`src/hw/rtl/movdec_pkg.sv`:
```
// ----------------------------------------------------------------------------
// movdec_pkg
// Shared types, form codes and opcode family tests for the MOV byte decoder.
// ----------------------------------------------------------------------------
package movdec_pkg;

	localparam logic [2:0] FORM_REG_REG = 3'd0;
	localparam logic [2:0] FORM_MEM_REG = 3'd1;
	localparam logic [2:0] FORM_IMM_REG = 3'd2;
	localparam logic [2:0] FORM_IMM_MEM = 3'd3;
	localparam logic [2:0] FORM_ACC_DIR = 3'd4;
	localparam logic [2:0] FORM_INVALID = 3'd5;

	localparam logic [1:0] MOD_NO_DISP = 2'd0;
	localparam logic [1:0] MOD_DISP8   = 2'd1;
	localparam logic [1:0] MOD_DISP16  = 2'd2;
	localparam logic [1:0] MOD_REG     = 2'd3;

	localparam logic [2:0] RM_DIRECT = 3'd6;

	// Instruction contents as collected so far, with a flag for completion.
	typedef struct packed {
		logic        done;
		logic [7:0]  opcode;
		logic [7:0]  modrm;
		logic [15:0] disp;
		logic [15:0] imm;
	} movdec_insn_t;

	typedef struct packed {
		logic [2:0]  form;
		logic        to_register;
		logic        wide;
		logic [2:0]  reg_code;
		logic [2:0]  rm_code;
		logic [1:0]  mode;
		logic        direct;
		logic [15:0] displacement;
		logic [15:0] direct_address;
		logic [15:0] immediate;
	} movdec_result_t;

	function automatic logic is_regrm(input logic [7:0] op);
		return (op & 8'hFC) == 8'h88;
	endfunction

	function automatic logic is_immreg(input logic [7:0] op);
		return (op & 8'hF0) == 8'hB0;
	endfunction

	function automatic logic is_immrm(input logic [7:0] op);
		return (op & 8'hFE) == 8'hC6;
	endfunction

	function automatic logic is_accum(input logic [7:0] op);
		return (op & 8'hFC) == 8'hA0;
	endfunction

	// Number of displacement or direct address bytes implied by a mod-reg-rm byte.
	function automatic logic [2:0] disp_bytes(input logic [7:0] modrm);
		logic [2:0] n;
		case (modrm[7:6])
			MOD_NO_DISP: n = (modrm[2:0] == RM_DIRECT) ? 3'd2 : 3'd0;
			MOD_DISP8:   n = 3'd1;
			MOD_DISP16:  n = 3'd2;
			default:     n = 3'd0;
		endcase
		return n;
	endfunction

endpackage

```
`src/hw/rtl/movdec_collect.sv`:
```
// ----------------------------------------------------------------------------
// movdec_collect
// Byte position tracking and collection of opcode, mod-reg-rm, displacement
// and immediate bytes. Presents the instruction as it stands after the
// current byte, flagged done when that byte completes it.
// ----------------------------------------------------------------------------
module movdec_collect import movdec_pkg::*; (
	input  logic         clk,
	input  logic         arst_n,
	input  logic         take,
	input  logic [7:0]   code_byte,
	output movdec_insn_t insn
);

	logic [2:0]  pos_q, pos_d;
	logic [2:0]  need_q, need_d;
	logic [7:0]  op_q, op_d;
	logic [7:0]  modrm_q, modrm_d;
	logic [15:0] disp_q, disp_d;
	logic [15:0] imm_q, imm_d;
	logic        done;
	logic [2:0]  k;
	logic [2:0]  nd;
	logic [2:0]  j_full;

	assign k      = pos_q - 3'd2;
	assign nd     = disp_bytes(modrm_q);
	assign j_full = k - nd;

	always_comb begin
		pos_d   = pos_q;
		need_d  = need_q;
		op_d    = op_q;
		modrm_d = modrm_q;
		disp_d  = disp_q;
		imm_d   = imm_q;
		done    = 1'b0;
		if (pos_q == 3'd0) begin
			op_d    = code_byte;
			modrm_d = '0;
			disp_d  = '0;
			imm_d   = '0;
			need_d  = '0;
			pos_d   = 3'd1;
		end else if (pos_q == 3'd1) begin
			if (is_regrm(op_q) || is_immrm(op_q) || is_immreg(op_q) || is_accum(op_q)) begin
				if (is_regrm(op_q)) begin
					modrm_d = code_byte;
					need_d  = disp_bytes(code_byte);
				end else if (is_immreg(op_q)) begin
					imm_d  = {8'h00, code_byte};
					need_d = op_q[3] ? 3'd1 : 3'd0;
				end else if (is_immrm(op_q)) begin
					modrm_d = code_byte;
					need_d  = disp_bytes(code_byte) + (op_q[0] ? 3'd2 : 3'd1);
				end else begin
					disp_d = {8'h00, code_byte};
					need_d = 3'd1;
				end
				if (need_d == 3'd0) begin
					done  = 1'b1;
					pos_d = 3'd0;
				end else begin
					pos_d = 3'd2;
				end
			end else begin
				// Unknown opcode: its second byte is swallowed without a result.
				pos_d = 3'd0;
			end
		end else begin
			if (is_immreg(op_q)) begin
				imm_d = imm_q | {code_byte, 8'h00};
			end else if (is_accum(op_q)) begin
				disp_d = disp_q | {code_byte, 8'h00};
			end else if (k < nd) begin
				disp_d = disp_q | (k[0] ? {code_byte, 8'h00} : {8'h00, code_byte});
			end else begin
				imm_d = imm_q | (j_full[0] ? {code_byte, 8'h00} : {8'h00, code_byte});
			end
			if (need_q != 3'd0) begin
				need_d = need_q - 3'd1;
			end
			if (need_d == 3'd0) begin
				done  = 1'b1;
				pos_d = 3'd0;
			end else begin
				pos_d = pos_q + 3'd1;
			end
		end
	end

	always_ff @(posedge clk or negedge arst_n) begin
		if (!arst_n) begin
			pos_q  <= '0;
			need_q <= '0;
		end else if (take) begin
			pos_q  <= pos_d;
			need_q <= need_d;
		end
	end

	always_ff @(posedge clk) begin
		if (take) begin
			op_q    <= op_d;
			modrm_q <= modrm_d;
			disp_q  <= disp_d;
			imm_q   <= imm_d;
		end
	end

	assign insn.done   = done;
	assign insn.opcode = op_d;
	assign insn.modrm  = modrm_d;
	assign insn.disp   = disp_d;
	assign insn.imm    = imm_d;

endmodule

```
`src/hw/rtl/movdec_format.sv`:
```
// ----------------------------------------------------------------------------
// movdec_format
// Turns a completed instruction into its decoded result fields.
// ----------------------------------------------------------------------------
module movdec_format import movdec_pkg::*; (
	input  movdec_insn_t   insn,
	output movdec_result_t res
);

	logic [1:0] md;
	logic [2:0] rg;
	logic [2:0] rm;

	assign md = insn.modrm[7:6];
	assign rg = insn.modrm[5:3];
	assign rm = insn.modrm[2:0];

	always_comb begin
		res = '0;
		if (is_regrm(insn.opcode) || is_immrm(insn.opcode)) begin
			res.wide     = insn.opcode[0];
			res.reg_code = rg;
			res.rm_code  = rm;
			res.mode     = md;
			if (md == MOD_NO_DISP && rm == RM_DIRECT) begin
				res.direct         = 1'b1;
				res.direct_address = insn.disp;
			end else if (md == MOD_DISP8) begin
				res.displacement = {{8{insn.disp[7]}}, insn.disp[7:0]};
			end else if (md == MOD_DISP16) begin
				res.displacement = insn.disp;
			end
			if (is_regrm(insn.opcode)) begin
				res.form        = (md == MOD_REG) ? FORM_REG_REG : FORM_MEM_REG;
				res.to_register = insn.opcode[1];
			end else begin
				res.immediate = insn.imm;
				if (rg != 3'd0) begin
					res.form        = FORM_INVALID;
					res.to_register = (md == MOD_REG);
				end else if (md == MOD_REG) begin
					// Register target through the r/m field: both codes name it.
					res.form        = FORM_IMM_REG;
					res.to_register = 1'b1;
					res.reg_code    = rm;
				end else begin
					res.form = FORM_IMM_MEM;
				end
			end
		end else if (is_immreg(insn.opcode)) begin
			res.form        = FORM_IMM_REG;
			res.to_register = 1'b1;
			res.wide        = insn.opcode[3];
			res.reg_code    = insn.opcode[2:0];
			res.immediate   = insn.imm;
		end else begin
			res.form           = FORM_ACC_DIR;
			res.to_register    = ~insn.opcode[1];
			res.wide           = insn.opcode[0];
			res.direct         = 1'b1;
			res.direct_address = insn.disp;
		end
	end

endmodule

```
`src/hw/rtl/mov_instruction_byte_decoder.sv`:
```
// ----------------------------------------------------------------------------
// mov_instruction_byte_decoder
// Byte-serial decoder for the register, immediate and accumulator MOV forms.
// ----------------------------------------------------------------------------
// Usage:
// The input channel (in_valid, in_ready, code_byte) takes the code stream one
// byte per item, multi-byte values low byte first. The output channel
// (out_valid, out_ready and the decoded fields) delivers one item for each
// completed instruction, when its last byte is taken.
// A byte is taken in any cycle in which the output register is empty or is
// being emptied, so the block sustains one byte per cycle while the receiver
// does not stall. The result of a completing byte appears on the output in the
// cycle after that byte is taken. Instructions span two to six bytes; an
// unknown opcode consumes two bytes and yields no item.
// While the receiver stalls, the held result stays in place and in_ready is
// low, so no byte is lost. Reset empties the output register and returns the
// decoder to expecting an opcode.
// ----------------------------------------------------------------------------
module mov_instruction_byte_decoder import movdec_pkg::*; (
	input  logic               clk,
	input  logic               arst_n,
	input  logic               in_valid,
	output logic               in_ready,
	input  logic [7:0]         code_byte,
	output logic               out_valid,
	input  logic               out_ready,
	output logic [2:0]         form,
	output logic               to_register,
	output logic               wide,
	output logic [2:0]         reg_code,
	output logic [2:0]         rm_code,
	output logic [1:0]         mode,
	output logic               direct,
	output logic signed [15:0] displacement,
	output logic [15:0]        direct_address,
	output logic [15:0]        immediate
);

	logic           take;
	logic           valid_q;
	movdec_insn_t   insn;
	movdec_result_t res;
	movdec_result_t res_q;

	assign in_ready = !valid_q || out_ready;
	assign take     = in_valid && in_ready;

	movdec_collect u_collect (
		.clk       (clk),
		.arst_n    (arst_n),
		.take      (take),
		.code_byte (code_byte),
		.insn      (insn)
	);

	movdec_format u_format (
		.insn (insn),
		.res  (res)
	);

	always_ff @(posedge clk or negedge arst_n) begin
		if (!arst_n) begin
			valid_q <= 1'b0;
		end else if (in_ready) begin
			valid_q <= take && insn.done;
		end
	end

	always_ff @(posedge clk) begin
		if (take && insn.done) begin
			res_q <= res;
		end
	end

	assign out_valid      = valid_q;
	assign form           = res_q.form;
	assign to_register    = res_q.to_register;
	assign wide           = res_q.wide;
	assign reg_code       = res_q.reg_code;
	assign rm_code        = res_q.rm_code;
	assign mode           = res_q.mode;
	assign direct         = res_q.direct;
	assign displacement   = res_q.displacement;
	assign direct_address = res_q.direct_address;
	assign immediate      = res_q.immediate;

`ifndef SYNTHESIS
	a_rise_after_take: assert property (@(posedge clk) disable iff (!arst_n)
		$rose(out_valid) |-> $past(in_valid && in_ready))
		else $error("result item appeared without a byte being taken");

	a_direct_no_disp: assert property (@(posedge clk) disable iff (!arst_n)
		out_valid && direct |-> displacement == 16'sd0)
		else $error("direct operand carries a displacement");

	a_narrow_imm: assert property (@(posedge clk) disable iff (!arst_n)
		out_valid && !wide |-> immediate[15:8] == 8'h00)
		else $error("8-bit immediate has a nonzero high byte");

	a_accum_direct: assert property (@(posedge clk) disable iff (!arst_n)
		out_valid && form == FORM_ACC_DIR |-> direct && reg_code == 3'd0)
		else $error("accumulator form decoded without a direct address");
`endif

endmodule
```
`config.mk`:
```
export PLATFORM = sky130hd
export DESIGN_NAME = mov_instruction_byte_decoder
export DESIGN_NICKNAME = d
export VERILOG_FILES = /design/src/hw/rtl/movdec_pkg.sv /design/src/hw/rtl/movdec_collect.sv /design/src/hw/rtl/movdec_format.sv /design/src/hw/rtl/mov_instruction_byte_decoder.sv
export SDC_FILE = /design/constraint.sdc
export NUM_CORES = 1
export LEC_CHECK = 0
export BUFFER_PORTS_ARGS = -buffer_cell sky130_fd_sc_hd__buf_2
export CAP_MARGIN = 20
export CORE_UTILIZATION = 55
export CTS_BUF_LIST = sky130_fd_sc_hd__clkbuf_4
export DETAILED_ROUTE_END_ITERATION = 8
export PLACE_DENSITY = 0.77
export SYNTH_ARGS = -nofsm -noshare
export SYNTH_HDL_FRONTEND = slang
export SYNTH_SLANG_ARGS = --single-unit
```
`constraint.sdc`:
```
create_clock -name clk -period 14.4 [get_ports clk]
set_input_delay 0.72 -clock clk [delete_from_list [all_inputs] [get_ports clk]]
set_output_delay 0.72 -clock clk [all_outputs]
set_load 0.01 [all_outputs]
```
==> results.toml, run 1 <==
[yosys]
syn_nets = 490
synth_top_area_share_pct = 59.1
synth.area.top_cells = "edfxtp_1 (59%), nor2_1 (4.2%), dfrtp_1 (3.1%)"
synth_ff_type = "edfxtp_1"
synth-async-reset-ratio_pct = 5.98
ys_seq_area_share_pct = 62.2
syn_area_um2 = 5590
yosysWarnings = 0
synth_top_area_cell = "edfxtp_1"
synthCells = 469
synth.distinct_cells = 66
yosys_register_bits = 117
synth_edf_count = 110
postSynthAreaPerCell_um2 = 11.9

[timing]
skew_ps = 13.0
maxSlewViolCount = 0
hold_viol = 0
finalCriticalPeriod_ps = 3370
setup_viol = 0
fin_crit_sh_pct = 23.4
rsz0062_at_grt = "no"
maxSlewHeadroom_pct = 32.3
timing.fmax_mhz = 297
tightest_slew_ps = 1000
fin_tns_setup_ps = 0

[critical_path]
crit_arrival_ps = 3600
cp.required_ps = 14630
crit_path_start_kind = "flop"
crit_fanout = 17
cp-end-kind = "flop"
critPathKind = "reg -> reg"
ff2ff_setup_slack_ps = 11030

[placement]
place_inst = 661
dp_hpwl_um = 8560
portBuffers = 75
gp_congestion = 0.910

[finish]
drive_above_1_share_pct = 23.1
fill_cells = 780
area_delta_synth_final_pct = 14.4
layout_commonest_cell = "edfxtp_1"
nets = 570
layout_common_cells = "edfxtp_1 (110), buf_2 (76), nor2_1 (62), nand2_1 (43), a21oi_1 (27)"
fin_cells = 695
diodes = 0

[clocking]
htree_levels = 4
insertion_delay_ps = 510
cts_tree = "built"
cts_max_path_buffers = 2
cts_buffers = 17
cts_sinks = 117
cts-root-buf = "clkbuf_4"
clkTransAtPathRegs_ps = 110
cts_resized = 0

[die]
rows = 36
ios = 76
die-area_um2 = 10600
die_w_um = 103
start_util_pct = 56.9
die_h_um = 103
core_um2 = 9820

[detailed_routing]
via_count = 4123
drt-initial-drc-count = 291
wl_per_cell_um = 18.1
route.detailed.drc = 0
dr.pass1.iters = 5
drt-total-wl_um = 12600
ant_nets = 0
vias_per_cell = 5.93

[run]
drv_cap = 0

[global_route]
grt_pass1_vias = 4010
grt_max_degree = 63
grt_antenna_before_repair = 0
grt_pass1_wl_um = 20200
overflow = 0
grt_usage_pct = 26.0

[power]
ir_drop_mv = 0.0958
power_density_nw_per_um2 = 203
total_leakage_power_nw = 2.55

[status]
status = "completed"

[worst_hold_path]
hp-class = "reg -> reg"
-- metrics by stage --
stage               util, %  hold WS (ps)  total power, mW  cell area [µm²]  setup WS, ps
floorplan                 -           424            0.907             5590          7430
detailed placement     61.7           507             1.04             6060         10870
global placement       61.7           495             1.02             6050         10950
CTS                    65.0           504             1.30             6380         11060
global route           65.1           535             1.38             6390         10820
finish                 65.1           541             1.30             6390         11030
-- report_power, final --
part	total, mW	internal [mW]	leakage (nW)	switching [mW]
combinational	0.487	0.164	1.23	0.323
clock	0.255	0.124	0.169	0.131
sequential	0.556	0.512	1.15	0.0438
-- final timing paths --
check / startpoint / end / cells after the start
worst max-delay path: u_collect.pos_q[0] / direct_address[8] / 8
worst min register to register: u_collect.need_q[1] / u_collect.need_q[1] / 2
worst max register to register: u_collect.pos_q[0] / direct_address[8] / 8
max in group asynchronous: arst_n / u_collect.pos_q[0] / 2
min in group asynchronous: arst_n / u_collect.need_q[2] / 2
worst min-delay path: u_collect.need_q[1] / u_collect.need_q[1] / 2
-- synth_stat cells (2+ instances only) --
| master | n |
|---|---|
| edfxtp_1 | 110 |
| nor2_1 | 62 |
| nand2_1 | 43 |
| a21oi_1 | 27 |
| inv_1 | 23 |
| a22oi_1 | 16 |
| nor2b_1 | 14 |
| nor3_1 | 14 |
| o21ai_0 | 13 |
| clkbuf_1 | 12 |
| mux2i_1 | 12 |
| nand2b_1 | 9 |
| a22o_1 | 8 |
| ha_1 | 8 |
| dfrtp_1 | 7 |
| nand3_1 | 7 |
| nand3b_1 | 5 |
| a211oi_1 | 4 |
| a21o_1 | 4 |
| mux2_2 | 4 |
| o31ai_1 | 4 |
| a2bb2oi_1 | 3 |
| a31oi_1 | 3 |
| buf_2 | 3 |
| buf_6 | 3 |
| nand4_1 | 3 |
| and3_1 | 2 |
| buf_4 | 2 |
| nand4b_1 | 2 |
| nor3b_1 | 2 |
| nor4_1 | 2 |
| o211a_1 | 2 |
| o21ai_1 | 2 |
| or2_2 | 2 |
-- layout make-up --
| type | count | area [µm²] | area share [%] |
|---|---|---|---|
| Clock inverter | 14 | 178 | 2.78 |
| Tap cell | 133 | 166 | 2.60 |
| Clock buffer | 18 | 135 | 2.11 |
| Timing Repair Buffer | 82 | 428 | 6.70 |
| Inverter | 23 | 86.3 | 1.35 |
| Sequential cell | 117 | 3480 | 54.4 |
| Multi-Input combinational cell | 308 | 1920 | 30.0 |
-- worst max-delay path, stage by stage (launching register included) --
cell and delay [ps]:
dfrtp_1 450, inv_1 120, ha_1 310, nand2b_1 540, mux2_2 420, o21bai_1 240, nand3b_1 280, o21ai_2 610
nor2b_1 120
-- layer usage --
metal / wire [µm] / track usage [%] / part of all wire (%)
met1: 5270 / 33.9 / 42
met2: 6150 / 42.1 / 49
met3: 873 / 5.76 / 6.9
met4: 293 / 11.6 / 2.3
met5: 0 / 0 / 0
-- registers in the layout, indices dropped and copies added, names as in the netlist --
| name | count |
|---|---|
| mode | 2 |
| u_collect.pos_q | 3 |
| wide | 1 |
| u_collect.disp_q | 16 |
| out_valid | 1 |
| u_collect.imm_q | 16 |
| u_collect.op_q | 8 |
| to_register | 1 |
| reg_code | 3 |
| u_collect.need_q | 3 |
| direct_address | 16 |
| displacement | 16 |
| direct | 1 |
| u_collect.modrm_q | 8 |
| form | 3 |
| immediate | 16 |
| rm_code | 3 |
-- logic make-up (layout without fill, tap and decap cells) --
kind of cell	count (synthesis)	in the layout	share of synthesized area, %
AND/OR/NAND/NOR	178	178	15.7
flip-flops	117	117	62.2
AO/OA/AOI/OAI	103	103	13.0
buffers and inverters	44	137	3.56
multiplexers	17	17	3.20
adder cells (fa/ha/maj)	9	9	2.15
XOR/XNOR	1	1	0.157
-- repair_timing --
item,CTS,global route
endpoints found under the hold margin,7,0
buffers inserted,0,0
hold buffers,1,0
(Power assumes the default switching activity.)
==> run 2, diff against run 1 <==
==> constraint.sdc (replaced) <==
create_clock -name clk -period 3.3 [get_ports clk]
set_input_delay 0.165 -clock clk [delete_from_list [all_inputs] [get_ports clk]]
set_output_delay 0.165 -clock clk [all_outputs]
set_load 0.01 [all_outputs]
==> results.toml, run 2 (same netlist as run 1, synthesis figures left out) <==
[power]
ir_drop_mv = 0.407
total_leakage_power_nw = 2.59
pwr-share-seq_pct = 42.9
p_clk_share_pct = 18.2
power_switching_mw = 2.19
power_density_nw_per_um2 = 874
swShare_pct = 38.7
internal_power_mw = 3.48
comb_power_share_pct = 38.9

[critical_path]
max_stage_delay_ps = 600
r2r-end = "direct_address[0]"
cp-end-kind = "flop"
path_buf_inv = 2
crit_family = "simple AND/OR/NAND/NOR gates"
cpMaxStageDelayCell = "o21ai_2"
cp_cell_sequence = "inv_1 -> ha_1 -> nor2b_2 -> buf_4 -> nor3b_1 -> o21bai_1 -> nand3b_1 -> o21ai_2 -> nor2_1"
crit_arrival_ps = 3200
reg2reg_depth = 9
cp-endpoint = "direct_address[0]"
ff2ff_setup_slack_ps = 330
cp.required_ps = 3530
r2r-start = "u_collect.pos_q[0]"
crit_path_start_kind = "flop"
critPathKind = "reg -> reg"
crit_fanout = 32
startpoint = "u_collect.pos_q[0]"
path_depth = 9

[placement]
pre_cts_slack_ps = 347
portBuffers = 75
gp_congestion = 0.943
dp_hpwl_um = 8580

[timing]
tightest_slew_ps = 747
hold_viol = 0
rsz0062_at_grt = "no"
timing.fmax_mhz = 337
finalCriticalPeriod_ps = 2970
setup_ws_ps = 334
maxSlewHeadroom_pct = 48.9
fin_crit_sh_pct = 89.9
skew_ps = 14.1
setup_viol = 0
maxSlewViolCount = 0
fin_tns_setup_ps = 0

[finish]
layout_commonest_cell = "edfxtp_1"
diodes = 0
drive_above_1_share_pct = 24.7
layout_common_cells = "edfxtp_1 (110), buf_2 (75), nor2_1 (62), nand2_1 (42), a21oi_1 (27)"
area_delta_synth_final_pct = 16.1
nets = 582
fill_cells = 753

[detailed_routing]
wl_per_cell_um = 18.0
dr.pass1.iters = 5
drt-total-wl_um = 12700
vias_per_cell = 5.89
route.detailed.drc = 0
ant_nets = 0
via_count = 4167
drt-initial-drc-count = 410

[die]
start_util_pct = 56.9
rows = 36
die_w_um = 103
die_h_um = 103
die-area_um2 = 10600
ios = 76
core_um2 = 9820

[status]
status = "completed"

[clocking]
cts_resized = 0
cts_tree = "built"
cts_setup_buffers = 0
clkTransAtPathRegs_ps = 110
htree_levels = 4
cts_max_path_buffers = 2
cts_buffers = 17
cts_sinks = 117
insertion_delay_ps = 510
cts-root-buf = "clkbuf_4"

[global_route]
met1_usage_pct = 35.4
use_met2_pct = 40.4
busiest_layer = "met2"
grt_pass1_vias = 3868
grt_max_degree = 49
gr-usage-met3_pct = 4.61
overflow = 0
grt_usage_pct = 25.6
grt_pass1_wl_um = 19900
grt_antenna_before_repair = 0

[worst_hold_path]
hp-class = "in -> reg"

[run]
drv_cap = 0
-- run 2: cell types whose count changed in the layout (fill, tap and decap cells not counted), moves of 2 or more --
cell	delta
clkinvlp_4	+3
buf_4	+10
dlygate4sd3_1	+2
clkinv_4	-3
-- run 2: layout make-up --
type,instances,area (µm²),area share (%)
inverters,23,86.3,1.33
well taps,133,166,2.56
clock inverters,15,156,2.41
clock buffers,17,128,1.97
multi-input cells,308,1940,29.8
flip-flops and latches,117,3480,53.6
repair buffers,94,538,8.29
-- run 2: layer usage --
metal  up-vias  wire length, µm
li1       1945                -
met1      1997             5400
met2       201             6060
met3        24              954
met4         0              281
met5         -                0
-- run 2: stage by stage --
stage	hold WS (ps)	std cells	instance area [µm²]	total power, mW	utilization, %
floorplan	-131	469	5630	3.97	-
global placement	5.14	672	6180	4.56	62.9
detailed placement	9.25	672	6180	4.63	62.9
CTS	105	707	6490	5.67	66.1
global route	127	707	6490	6.04	66.1
finish	145	707	6490	5.67	66.1
-- run 2: repair_timing --
action                                  CTS  global route
hold buffers                              3             0
endpoints found under the hold margin     8             0
endpoints found under the setup margin    0             0
-- run 2: worst reg2reg max path, cell delays in order (launching register included) --
cell      delay [ps]
dfrtp_1          440
inv_1            110
ha_1             270
nor2b_2          220
buf_4            260
nor3b_1          230
o21bai_1         170
nand3b_1         260
o21ai_2          600
nor2_1           140
-- run 2: power by group through the flow --
stage,clock network (mW),registers [mW],logic (mW)
6_report,1.03,2.43,2.21
5_1_grt,1.11,2.48,2.45
4_1_cts,1.05,2.43,2.19
3_5_place_dp,0,2.46,2.17
3_3_place_gp,0,2.44,2.12
2_1_floorplan,0,2.49,1.48
-- run 2: how the worst min path moves through the flow --
stage / startpoint / end / slack, ps / depth (start not counted)
floorplan: arst_n / out_valid / -130 / 0
global placement: arst_n / u_collect.pos_q[2] / 5 / 1
finish: code_byte[0] / u_collect.op_q[0] / 150 / 3
CTS: code_byte[0] / u_collect.op_q[0] / 100 / 3
global route: code_byte[4] / u_collect.op_q[4] / 130 / 3
detailed placement: arst_n / u_collect.pos_q[2] / 9 / 1
